$ cat config.mk
export PLATFORM = sky130hd
export DESIGN_NAME = base64_encoder
export DESIGN_NICKNAME = d
export VERILOG_FILES = /design/src/design/b64e_pkg.sv /design/src/design/base64_encoder.sv /design/src/design/b64e_front.sv /design/src/design/b64e_fifo.sv /design/src/design/b64e_back.sv
export SDC_FILE = /design/constraint.sdc
export NUM_CORES = 1
export LEC_CHECK = 0
export BUFFER_PORTS_ARGS = -buffer_cell sky130_fd_sc_hd__buf_4
export CAP_MARGIN = 40
export CORE_MARGIN = 8
export CORE_UTILIZATION = 65
export CTS_CLUSTER_DIAMETER = 120
export DETAILED_ROUTE_END_ITERATION = 6
export GPL_TIMING_DRIVEN = 0
export HOLD_SLACK_MARGIN = 0.15
export PLACE_DENSITY = 0.8
export REMOVE_ABC_BUFFERS = 1
export SETUP_SLACK_MARGIN = 0.02
export SYNTH_ARGS = -nofsm -noshare
export SYNTH_HDL_FRONTEND = slang
export SYNTH_HIERARCHICAL = 1
export SYNTH_SLANG_ARGS = --single-unit
export TNS_END_PERCENT = 5
$ cat constraint.sdc
create_clock -name clk -period 9 [get_ports clk]
set_input_delay 1.35 -clock clk [delete_from_list [all_inputs] [get_ports clk]]
set_output_delay 1.35 -clock clk [all_outputs]
set_load 0.005 [all_outputs]
$ cat src/design/b64e_pkg.sv
// shared types, constants and the character table for the base64 encoder
`timescale 1ns / 1ps
package b64e_pkg;

  // ascii code of the '=' pad character
  localparam logic [6:0] PAD_CHAR = 7'd61;

  // position of a byte within its three-byte group
  typedef enum logic [1:0] {
    PH_FIRST  = 2'd0,
    PH_SECOND = 2'd1,
    PH_THIRD  = 2'd2
  } phase_t;

  // one classified request: up to four characters and the index of the last one
  typedef struct packed {
    logic [3:0][6:0] chars;
    logic [1:0]      last_idx;
  } entry_t;

  // map a sextet onto the standard alphabet
  function automatic logic [6:0] b64_char(input logic [5:0] sextet);
    logic [6:0] v;
    logic [6:0] c;
    v = {1'b0, sextet};
    if (sextet < 6'd26) begin
      c = 7'd65 + v;
    end else if (sextet < 6'd52) begin
      c = 7'd71 + v;
    end else if (sextet < 6'd62) begin
      c = v - 7'd4;
    end else if (sextet == 6'd62) begin
      c = 7'd43;
    end else begin
      c = 7'd47;
    end
    return c;
  endfunction

endpackage

$ cat src/design/base64_encoder.sv
// top level of the streaming base64 encoder
`timescale 1ns / 1ps
// Streaming Base64 encoder, standard alphabet with '=' padding. One message
// byte enters per request (tlast marks the final byte) and one ASCII character
// leaves per request, tlast set on the last character each byte causes. A
// byte is taken in the cycle it arrives whenever the request queue has room,
// so input can run back to back for short bursts; the sustained rate is set
// by the output stage, which sends one character per cycle while out_tready
// is high: a byte yields one character in the first and second place of a
// group and two in the third, and a last byte yields two to four characters
// for flush and padding. The first character of a byte passes through the
// request queue and the output register before it is valid on the output.
module base64_encoder #(
  parameter int FIFO_DEPTH = 2
) (
  input  logic       clk,
  input  logic       rst_n,
  input  logic       in_tvalid,
  output logic       in_tready,
  input  logic [7:0] in_tdata,   // [7:0] data_byte
  input  logic       in_tlast,   // is_last
  output logic       out_tvalid,
  input  logic       out_tready,
  output logic [7:0] out_tdata,  // [6:0] char_code, [7] zero
  output logic       out_tlast   // end_of_run
);
  import b64e_pkg::*;

  entry_t     front_entry;
  entry_t     head;
  logic       push;
  logic       pop;
  logic       full;
  logic       empty;
  logic [6:0] char_code;

  assign in_tready = !full;
  assign push      = in_tvalid && !full;
  assign out_tdata = {1'b0, char_code};

  // byte classification and group state
  b64e_front u_front (
    .clk       (clk),
    .rst_n     (rst_n),
    .push      (push),
    .data_byte (in_tdata),
    .is_last   (in_tlast),
    .entry     (front_entry)
  );

  // request queue
  b64e_fifo #(
    .DEPTH (FIFO_DEPTH)
  ) u_fifo (
    .clk       (clk),
    .rst_n     (rst_n),
    .push      (push),
    .push_data (front_entry),
    .full      (full),
    .pop       (pop),
    .head      (head),
    .empty     (empty)
  );

  // character serializer and output register
  b64e_back u_back (
    .clk        (clk),
    .rst_n      (rst_n),
    .empty      (empty),
    .head       (head),
    .pop        (pop),
    .out_tvalid (out_tvalid),
    .out_tready (out_tready),
    .char_code  (char_code),
    .end_of_run (out_tlast)
  );

endmodule

$ cat src/design/b64e_front.sv
// front end: group tracking and translation of each byte into its characters
`timescale 1ns / 1ps
module b64e_front (
  input  logic              clk,
  input  logic              rst_n,
  input  logic              push,       // byte request taken this cycle
  input  logic [7:0]        data_byte,
  input  logic              is_last,
  output b64e_pkg::entry_t  entry
);
  import b64e_pkg::*;

  phase_t     phase_r, phase_nxt;
  logic [3:0] leftover_r, leftover_nxt;

  // next group position and leftover bits
  always_comb begin
    phase_nxt    = phase_r;
    leftover_nxt = leftover_r;
    if (push) begin
      case (phase_r)
        PH_SECOND: begin
          phase_nxt    = PH_THIRD;
          leftover_nxt = data_byte[3:0];
        end
        PH_THIRD: begin
          phase_nxt    = PH_FIRST;
          leftover_nxt = 4'd0;
        end
        default: begin
          phase_nxt    = PH_SECOND;
          leftover_nxt = {2'b00, data_byte[1:0]};
        end
      endcase
      if (is_last) begin
        phase_nxt    = PH_FIRST;
        leftover_nxt = 4'd0;
      end
    end
  end

  // characters produced by this byte
  always_comb begin
    entry.chars    = {4{PAD_CHAR}};
    entry.last_idx = 2'd0;
    case (phase_r)
      PH_SECOND: begin
        entry.chars[0] = b64_char({leftover_r[1:0], data_byte[7:4]});
        if (is_last) begin
          entry.chars[1] = b64_char({data_byte[3:0], 2'b00});
          entry.last_idx = 2'd2;
        end
      end
      PH_THIRD: begin
        entry.chars[0] = b64_char({leftover_r, data_byte[7:6]});
        entry.chars[1] = b64_char(data_byte[5:0]);
        entry.last_idx = 2'd1;
      end
      default: begin
        entry.chars[0] = b64_char(data_byte[7:2]);
        if (is_last) begin
          entry.chars[1] = b64_char({data_byte[1:0], 4'b0000});
          entry.last_idx = 2'd3;
        end
      end
    endcase
  end

  // state registers
  always_ff @(posedge clk) begin
    if (!rst_n) begin
      phase_r    <= PH_FIRST;
      leftover_r <= 4'd0;
    end else begin
      phase_r    <= phase_nxt;
      leftover_r <= leftover_nxt;
    end
  end

`ifndef SYNTHESIS
  // a group start never carries leftover bits
  a_first_clean: assert property (@(posedge clk) disable iff (!rst_n)
    phase_r == PH_FIRST |-> leftover_r == 4'd0)
    else $error("leftover bits at group start");
  // a last byte always closes the group
  a_last_closes: assert property (@(posedge clk) disable iff (!rst_n)
    push && is_last |=> phase_r == PH_FIRST)
    else $error("group not closed after last byte");
`endif

endmodule

$ cat src/design/b64e_fifo.sv
// short queue of classified requests between front and back end
`timescale 1ns / 1ps
module b64e_fifo #(
  parameter int DEPTH = 2
) (
  input  logic              clk,
  input  logic              rst_n,
  input  logic              push,
  input  b64e_pkg::entry_t  push_data,
  output logic              full,
  input  logic              pop,
  output b64e_pkg::entry_t  head,
  output logic              empty
);
  import b64e_pkg::*;

  localparam int AW = $clog2(DEPTH);
  localparam int CW = $clog2(DEPTH + 1);
  localparam logic [AW-1:0] LAST_PTR = AW'(DEPTH - 1);
  localparam logic [CW-1:0] FULL_CNT = CW'(DEPTH);

  entry_t          mem [DEPTH];
  logic [AW-1:0]   wr_ptr_r, wr_ptr_nxt;
  logic [AW-1:0]   rd_ptr_r, rd_ptr_nxt;
  logic [CW-1:0]   count_r, count_nxt;

  assign full  = (count_r == FULL_CNT);
  assign empty = (count_r == '0);
  assign head  = mem[rd_ptr_r];

  // pointer and fill count updates
  always_comb begin
    wr_ptr_nxt = wr_ptr_r;
    rd_ptr_nxt = rd_ptr_r;
    count_nxt  = count_r;
    if (push) begin
      wr_ptr_nxt = (wr_ptr_r == LAST_PTR) ? '0 : wr_ptr_r + 1'b1;
    end
    if (pop) begin
      rd_ptr_nxt = (rd_ptr_r == LAST_PTR) ? '0 : rd_ptr_r + 1'b1;
    end
    if (push && !pop) begin
      count_nxt = count_r + 1'b1;
    end else if (pop && !push) begin
      count_nxt = count_r - 1'b1;
    end
  end

  // storage
  always_ff @(posedge clk) begin
    if (push) begin
      mem[wr_ptr_r] <= push_data;
    end
  end

  // control registers
  always_ff @(posedge clk) begin
    if (!rst_n) begin
      wr_ptr_r <= '0;
      rd_ptr_r <= '0;
      count_r  <= '0;
    end else begin
      wr_ptr_r <= wr_ptr_nxt;
      rd_ptr_r <= rd_ptr_nxt;
      count_r  <= count_nxt;
    end
  end

`ifndef SYNTHESIS
  // no overflow and no underflow
  a_no_overflow: assert property (@(posedge clk) disable iff (!rst_n)
    !(push && full))
    else $error("push into full queue");
  a_no_underflow: assert property (@(posedge clk) disable iff (!rst_n)
    !(pop && empty))
    else $error("pop from empty queue");
`endif

endmodule

$ cat src/design/b64e_back.sv
// back end: emits the characters of each request one per cycle while the output is ready
`timescale 1ns / 1ps
module b64e_back (
  input  logic              clk,
  input  logic              rst_n,
  input  logic              empty,
  input  b64e_pkg::entry_t  head,
  output logic              pop,
  output logic              out_tvalid,
  input  logic              out_tready,
  output logic [6:0]        char_code,
  output logic              end_of_run
);
  import b64e_pkg::*;

  logic [1:0] idx_r, idx_nxt;
  logic       valid_r, valid_nxt;
  logic [6:0] char_r;
  logic       last_r;
  logic       load;
  logic       at_end;

  assign out_tvalid = valid_r;
  assign char_code  = char_r;
  assign end_of_run = last_r;

  // output register takes a new character whenever a request is waiting and it is free or drained
  assign load   = !empty && (!valid_r || out_tready);
  assign at_end = (idx_r == head.last_idx);
  assign pop    = load && at_end;

  // character index and output valid
  always_comb begin
    idx_nxt   = idx_r;
    valid_nxt = valid_r;
    if (load) begin
      valid_nxt = 1'b1;
      idx_nxt   = at_end ? 2'd0 : idx_r + 2'd1;
    end else if (out_tready) begin
      valid_nxt = 1'b0;
    end
  end

  // control registers
  always_ff @(posedge clk) begin
    if (!rst_n) begin
      idx_r   <= 2'd0;
      valid_r <= 1'b0;
    end else begin
      idx_r   <= idx_nxt;
      valid_r <= valid_nxt;
    end
  end

  // payload registers
  always_ff @(posedge clk) begin
    if (load) begin
      char_r <= head.chars[idx_r];
      last_r <= at_end;
    end
  end

`ifndef SYNTHESIS
  // the character index never runs past the request it walks
  a_idx_bound: assert property (@(posedge clk) disable iff (!rst_n)
    !empty |-> idx_r <= head.last_idx)
    else $error("character index beyond request");
  // a finished request leaves the index at the first slot
  a_idx_wrap: assert property (@(posedge clk) disable iff (!rst_n)
    pop |=> idx_r == 2'd0)
    else $error("index not cleared after request");
`endif

endmodule

==> results_dict.tcl, run 1 <==
set metrics [dict create \
    relSlewSlack 0.401 \
    endpoint_kind "register" \
    antennaDiodeCount 0 \
    synth-async-reset-ratio 0 \
    yosys-top-cells-area "edfxtp_1 38%, mux2_2 6.3%, ha_1 6.0%" \
    seq_area_frac_synth 0.431 \
    p_leak_uw 0.00207 \
    syn_area_um2 5380 \
    slowest_stage "ha_1" \
    finalNetCount 556 \
    hpwl_mm 8.10 \
    met3_usage 0.0384 \
    swShare 0.301 \
    clockRootBuffer "clkbuf_8" \
    grt_pass1_vias 3733 \
    cts_setup_buffers 0 \
    fin_util 0.697 \
    r2r_cells 7 \
    critical_path_depth 11 \
    routedWlPerCell_um 18.2 \
    worstHoldPathCells 2 \
    postSynthCellCount 521 \
    met1_usage 0.257 \
    pwr-share-seq 0.474 \
    cp-start-kind "input pin" \
    ir_worst_vdd_uv 92.1 \
    crit_path_max_incr_delay_ns 0.48 \
    cts_hold_buffers 0 \
    cts-resized-gates 0 \
    fp.coreArea_um2 8130 \
    synthFlopType "edfxtp_1" \
    cp.arrival_ns 4.01 \
    die_area_um2 11500 \
    fp-row-count 33 \
    drtIter0Drc 302 \
    timing.rr.start "u_front/leftover_r[1]" \
    regArea_um2 2320 \
    synth_edf_count 68 \
    die_h_um 107 \
    maxCapViolations 0 \
    postSynthAreaPerCell_um2 10.3 \
    r2r_setup_slack_ns 6.16 \
    area_growth_pct 5.30 \
    cts_made_buffers 9 \
    synth_seq_cells 82 \
    gp_congestion 0.914 \
    tritoncts "yes" \
    path_max_fanout 21 \
    rr_endpoint "u_fifo/mem[1][6]" \
    yosysTopAreaCellShare 0.379 \
    drv_slew 0 \
    worst_hold_path_type "register to register" \
    n_fill_cell 599 \
    clock_power_share 0.193 \
    gr-usage-met2 0.324 \
    die-width_um 107 \
    rsz0062_at_grt "false" \
    track_usage 0.202 \
    worstHoldEndpoint "u_fifo/count_r[1]" \
    yosysMostFrequentCell "edfxtp_1" \
    hp-start "u_fifo/count_r[1]" \
    synth_common_cells "68 x edfxtp_1, 34 x nand2_1, 30 x mux2_2, 28 x a21oi_1, 28 x o21ai_0" \
    clk_latency_ns 0.34 \
    grt_busiest_layer "met2" \
    hold_violations 0 \
    period_needed_ns 3.89 \
    yosys_warnings 6 \
    io_buffers 22 \
    initial_utilization 0.662 \
    min_period_over_period 0.432 \
    clkSinkCount 82 \
    crit_type "input pin to register" \
    cp.required_ns 9.12 \
    fmax_mhz 257 \
    synth_area_leader_cell "edfxtp_1" \
    clkTransAtPathRegs_ns 0.07 \
    internal_power_uw 831 \
    antenna_found_initial 0 \
    status "complete, no violations" \
    dr.pass1.iters 6 \
    htreeDepth 3 \
    fin_skew_ns 0.0111 \
    crit_path_frequent_cell "ha_1" \
    setup_viol 0 \
    route.vias.total 3900 \
    worst_slew_pin_slew_ns 0.895 \
    finalSetupTns_ns 0 \
    crit_chain "buf_4 -> ha_1 -> nand2b_1 -> xnor2_1 -> ha_1 -> inv_1 -> a21oi_1 -> a211oi_1 -> or3_1 -> and4b_1 -> o32ai_2" \
    clock_path_buffers 2 \
    netSwitchingPower_uw 357 \
    p_per_area_nw_per_um2 210 \
    wl_mm 11.4 \
    combPwrFrac 0.333 \
    drc 0 \
    drive_gt1_frac 0.170 \
    multi_input_area_um2 2720 \
    ys_types 64 \
    cp_num_buf_inv 2 \
    cp_top_family "simple AND/OR/NAND/NOR gates" \
    grt_pass1_wl_mm 18.4 \
    ant_nets 0 \
    overflow 0 \
    io_pins 24 \
    grt_max_degree 30 \
    viasPerCell 6.22 \
]
==> through the flow <==
stage	instance area, µm²	setup WS, ns	cells	power, µW	hold slack, ns
final	5670	5.11	627	1190	0.522
after global routing	5670	4.82	627	1250	0.572
after CTS	5670	5.14	627	1200	0.518
after detailed placement	5500	4.79	611	968	0.502
after global placement	5420	4.25	607	932	0.476
after floorplan	5120	5.21	480	822	0.466
==> cells by family after synthesis <==
kind of cell               Yosys count  synth area share
AOI/OAI and AO/OA                  128             0.159
xor gates and xnor gates            16            0.0260
adders and majority gates           26            0.0604
buffers and inverters               75            0.0725
DFF                                 82             0.431
muxes                               42             0.101
other                                3           0.00209
and+or+nand+nor                    149             0.147
==> state kept, by name (all words and copies together) (netlist names), named ones only <==
name / count
u_fifo/count_r: 2
u_fifo/wr_ptr_r: 1
u_back/out_tvalid: 1
u_fifo/rd_ptr_r: 1
u_front/leftover_r: 4
u_back/end_of_run: 1
u_back/char_code: 7
u_front/phase_r: 2
u_fifo/mem: 60
u_back/idx_r: 2
==> layer usage <==
metal	share of wire	up-vias
li1	-	1882
met1	0.44	1861
met2	0.48	132
met3	0.055	25
met4	0.028	0
met5	0	-
==> area by class of cell <==
| type | instances | area share |
|---|---|---|
| clock buffer | 13 | 0.0280 |
| clock inverter | 3 | 0.00265 |
| inverter | 22 | 0.0146 |
| multi-input combinational | 376 | 0.480 |
| sequential | 82 | 0.410 |
| tap | 105 | 0.0232 |
| timing repair buffer | 26 | 0.0415 |
==> power groups by stage <==
stage          Clock (µW)  Sequential [µW]  Combinational, µW
6_report              230              563                395
5_1_grt               251              573                428
2_1_floorplan           0              568                254
3_3_place_gp            0              580                353
3_5_place_dp            0              574                394
4_1_cts               237              565                396
==> layout by cell type (no fill, tap or decap), drive strengths merged, types with 15 or more instances in the layout <==
cell    netlist  layout
nand3        18      18
nor2         23      23
conb          3      15
ha           26      26
a21oi        30      30
edfxtp       68      68
mux2         30      30
nand2        34      34
inv          22      22
buf          38      26
o21ai        28      28
==> worst register-to-register path, delay by kind of cell (launching register included) <==
| kind | cells | cell delay (ns) |
|---|---|---|
| flops | 1 | 0.64 |
| fa+ha+maj | 1 | 0.40 |
| simple gates | 2 | 0.69 |
| compound gates | 4 | 0.94 |
==> worst max-delay path by stage <==
stage                             end         from  slack, ns
CTS                 u_fifo/mem[0][13]  in_tdata[2]       5.14
global route        u_fifo/mem[0][13]  in_tdata[2]       4.82
detailed placement  u_fifo/mem[0][13]  in_tdata[2]       4.79
floorplan            u_fifo/mem[0][0]    in_tvalid       5.21
finish              u_fifo/mem[0][13]  in_tdata[2]       5.11
global placement    u_fifo/mem[0][29]    in_tvalid       4.25
Power figures use the tool's default switching activity.
==> run 2: changes to the inputs <==
--- a/config.mk
+++ b/config.mk
@@ -5,15 +5,16 @@
 export SDC_FILE = /design/constraint.sdc
 export NUM_CORES = 1
 export LEC_CHECK = 0
+export ABC_AREA = 1
 export BUFFER_PORTS_ARGS = -buffer_cell sky130_fd_sc_hd__buf_4
 export CAP_MARGIN = 40
 export CORE_MARGIN = 8
-export CORE_UTILIZATION = 65
+export CORE_UTILIZATION = 64
 export CTS_CLUSTER_DIAMETER = 120
 export DETAILED_ROUTE_END_ITERATION = 6
 export GPL_TIMING_DRIVEN = 0
 export HOLD_SLACK_MARGIN = 0.15
-export PLACE_DENSITY = 0.8
+export PLACE_DENSITY = 0.78
 export REMOVE_ABC_BUFFERS = 1
 export SETUP_SLACK_MARGIN = 0.02
 export SYNTH_ARGS = -nofsm -noshare
==> constraint.sdc (replaced) <==
create_clock -name clk -period 3.6 [get_ports clk]
set_input_delay 0.54 -clock clk [delete_from_list [all_inputs] [get_ports clk]]
set_output_delay 0.54 -clock clk [all_outputs]
set_load 0.005 [all_outputs]
==> results_dict.tcl, run 2 <==
set metrics [dict create \
    status "complete, no violations" \
    largest_register_ff_count 60 \
    cp.required_ns 3.68 \
    grt_pass1_vias 4523 \
    postSynthAreaPerCell_um2 8.45 \
    synth-compound-area-share 0.0850 \
    crit_chain "buf_4 -> ha_1 -> nand2_1 -> xor2_1 -> ha_1 -> a21oi_1 -> o21ai_0 -> a21oi_1 -> nand2_1" \
    drc 0 \
    period_needed_ns 2.36 \
    postSynthCellCount 686 \
    routedWlPerCell_um 15.7 \
    wl_mm 12.7 \
    htreeDepth 3 \
    final_common_cell "nand2_1" \
    viasPerCell 5.76 \
    clkTransAtPathRegs_ns 0.08 \
    worst_hold_path_type "input pin to register" \
    clock_power_share 0.222 \
    swShare 0.329 \
    stdcell_count 811 \
    cp_top_family "adder cells" \
    ant_nets 0 \
    rsz0062_at_grt "false" \
    drtIter0Drc 371 \
    yosysMostFrequentCell "nand2_1" \
    synth_common_cells "176 x nand2_1, 68 x edfxtp_1, 68 x nand3_1, 47 x nor2_1, 45 x inv_1" \
    drive_gt1_frac 0.181 \
    synth_area_leader_cell "edfxtp_1" \
    clk_latency_ns 0.34 \
    initial_utilization 0.662 \
    placed_cells 795 \
    internal_power_uw 2290 \
    io_pins 24 \
    die_h_um 111 \
    drv_slew 0 \
    n_fill_cell 692 \
    yosys_warnings 6 \
    cp.arrival_ns 2.45 \
    antenna_found_initial 0 \
    yosys-top-cells-area "edfxtp_1 35%, nand2_1 11%, mux2_4 7.8%" \
    cts-resized-gates 0 \
    tritoncts "yes" \
    synthMuxAreaShare 0.0777 \
    fmax_mhz 423 \
    grt_pass1_wl_mm 21.1 \
    synthFlopType "edfxtp_1" \
    dr.pass1.iters 5 \
    crit_path_max_incr_delay_ns 0.46 \
    cts_hold_buffers 0 \
    fin_skew_ns 0.00801 \
    overflow 0 \
    die_area_um2 12400 \
    cts_setup_buffers 0 \
    cts_made_buffers 9 \
    ys_types 36 \
    finalNetCount 737 \
    path_max_fanout 15 \
    syn_area_um2 5800 \
    grt_max_degree 31 \
    fp-row-count 34 \
    synth-async-reset-ratio 0 \
    setup_viol 0 \
    ir_worst_vdd_uv 290 \
    die-width_um 111 \
    synth_fa_ha_area_frac 0.0561 \
    route.vias.total 4672 \
    clockRootBuffer "clkbuf_8" \
    crit_type "input pin to register" \
    track_usage 0.201 \
    netSwitchingPower_uw 1120 \
    finalSetupTns_ns 0 \
    cp_num_buf_inv 1 \
    r2r_setup_slack_ns 1.33 \
    seq_area_frac_synth 0.400 \
    p_per_area_nw_per_um2 556 \
    gp_congestion 0.935 \
    area_growth_pct 5.85 \
    clock_path_buffers 2 \
    yosysTopAreaCellShare 0.352 \
    p_leak_uw 0.00266 \
    cp-start-kind "input pin" \
    synth_top_family_by_area "simple AND/OR/NAND/NOR gates" \
    min_period_over_period 0.656 \
    pwr-share-seq 0.425 \
    endpoint_kind "register" \
    synth-xor-area-share 0.0136 \
    antennaDiodeCount 0 \
    slowest_stage "ha_1" \
    synth_edf_count 68 \
    maxCapViolations 0 \
    synth_seq_cells 82 \
    relSlewSlack 0.524 \
    clkSinkCount 82 \
    hpwl_mm 9.34 \
    final_cell_mix "176 x nand2_1, 68 x nand3_1, 68 x edfxtp_1" \
    fp.coreArea_um2 8760 \
    worst_slew_pin_slew_ns 0.713 \
    top_register "u_fifo/mem" \
    io_buffers 22 \
    hold_violations 0 \
    combPwrFrac 0.353 \
    synth-simple-area-share 0.260 \
]
-- run 2: cells by family (layout without fill, tap and decap cells) --
kind of cell,count (synthesis),after routing
AO/OA/AOI/OAI,90,90
XOR/XNOR,9,9
adder cells (fa/ha/maj),26,26
buffers and inverters,110,115
flip-flops,82,82
multiplexers,30,30
other,3,15
AND/OR/NAND/NOR,336,336
-- run 2: power by group through the flow --
stage               clock [µW]  sequential [µW]  combinational (µW)
floorplan                    0             1470                 788
global placement             0             1490                1080
detailed placement           0             1470                1200
CTS                        764             1460                1210
global route               797             1470                1330
finish                     758             1450                1210
-- run 2: layout make-up --
| class | count | area [µm²] | area share |
|---|---|---|---|
| repair buffers | 26 | 240 | 0.0391 |
| clock inverters | 7 | 108 | 0.0175 |
| inverters | 73 | 289 | 0.0471 |
| multi-input cells | 506 | 2920 | 0.476 |
| flip-flops and latches | 82 | 2320 | 0.379 |
| well taps | 108 | 135 | 0.0220 |
| clock buffers | 9 | 124 | 0.0202 |
-- run 2: worst min-delay path: cells and delay by family --
family	cells	cell delay [ns]
buffers and inverters	1	0.15
AND/OR/NAND/NOR	2	0.10
-- run 2: metal layers --
metal	global-route usage	vias up	wire (µm)
li1	-	2288	-
met1	0.242	2202	5300
met2	0.354	157	6520
met3	0.0260	25	619
met4	0.0773	0	274
met5	0	-	0
-- run 2: worst paths after layout --
| check | cells past startpoint | from | end |
|---|---|---|---|
| max | 9 | in_tdata[3] | u_fifo/mem[1][12] |
| min | 3 | rst_n | u_fifo/count_r[1] |
| max reg2reg | 10 | u_front/leftover_r[0] | u_fifo/mem[1][7] |
| min reg2reg | 2 | u_fifo/rd_ptr_r | u_fifo/rd_ptr_r |
-- run 2: per-stage QoR --
stage	area, µm²	hold slack (ns)	power, µW	util	worst slack (ns)
global placement	5820	0.471	2570	0.664	0.325
floorplan	5520	0.462	2250	-	0.874
detailed placement	5910	0.493	2670	0.674	0.936
CTS	6140	0.471	3430	0.700	1.30
global route	6140	0.497	3600	0.700	1.08
finish	6140	0.480	3410	0.700	1.24
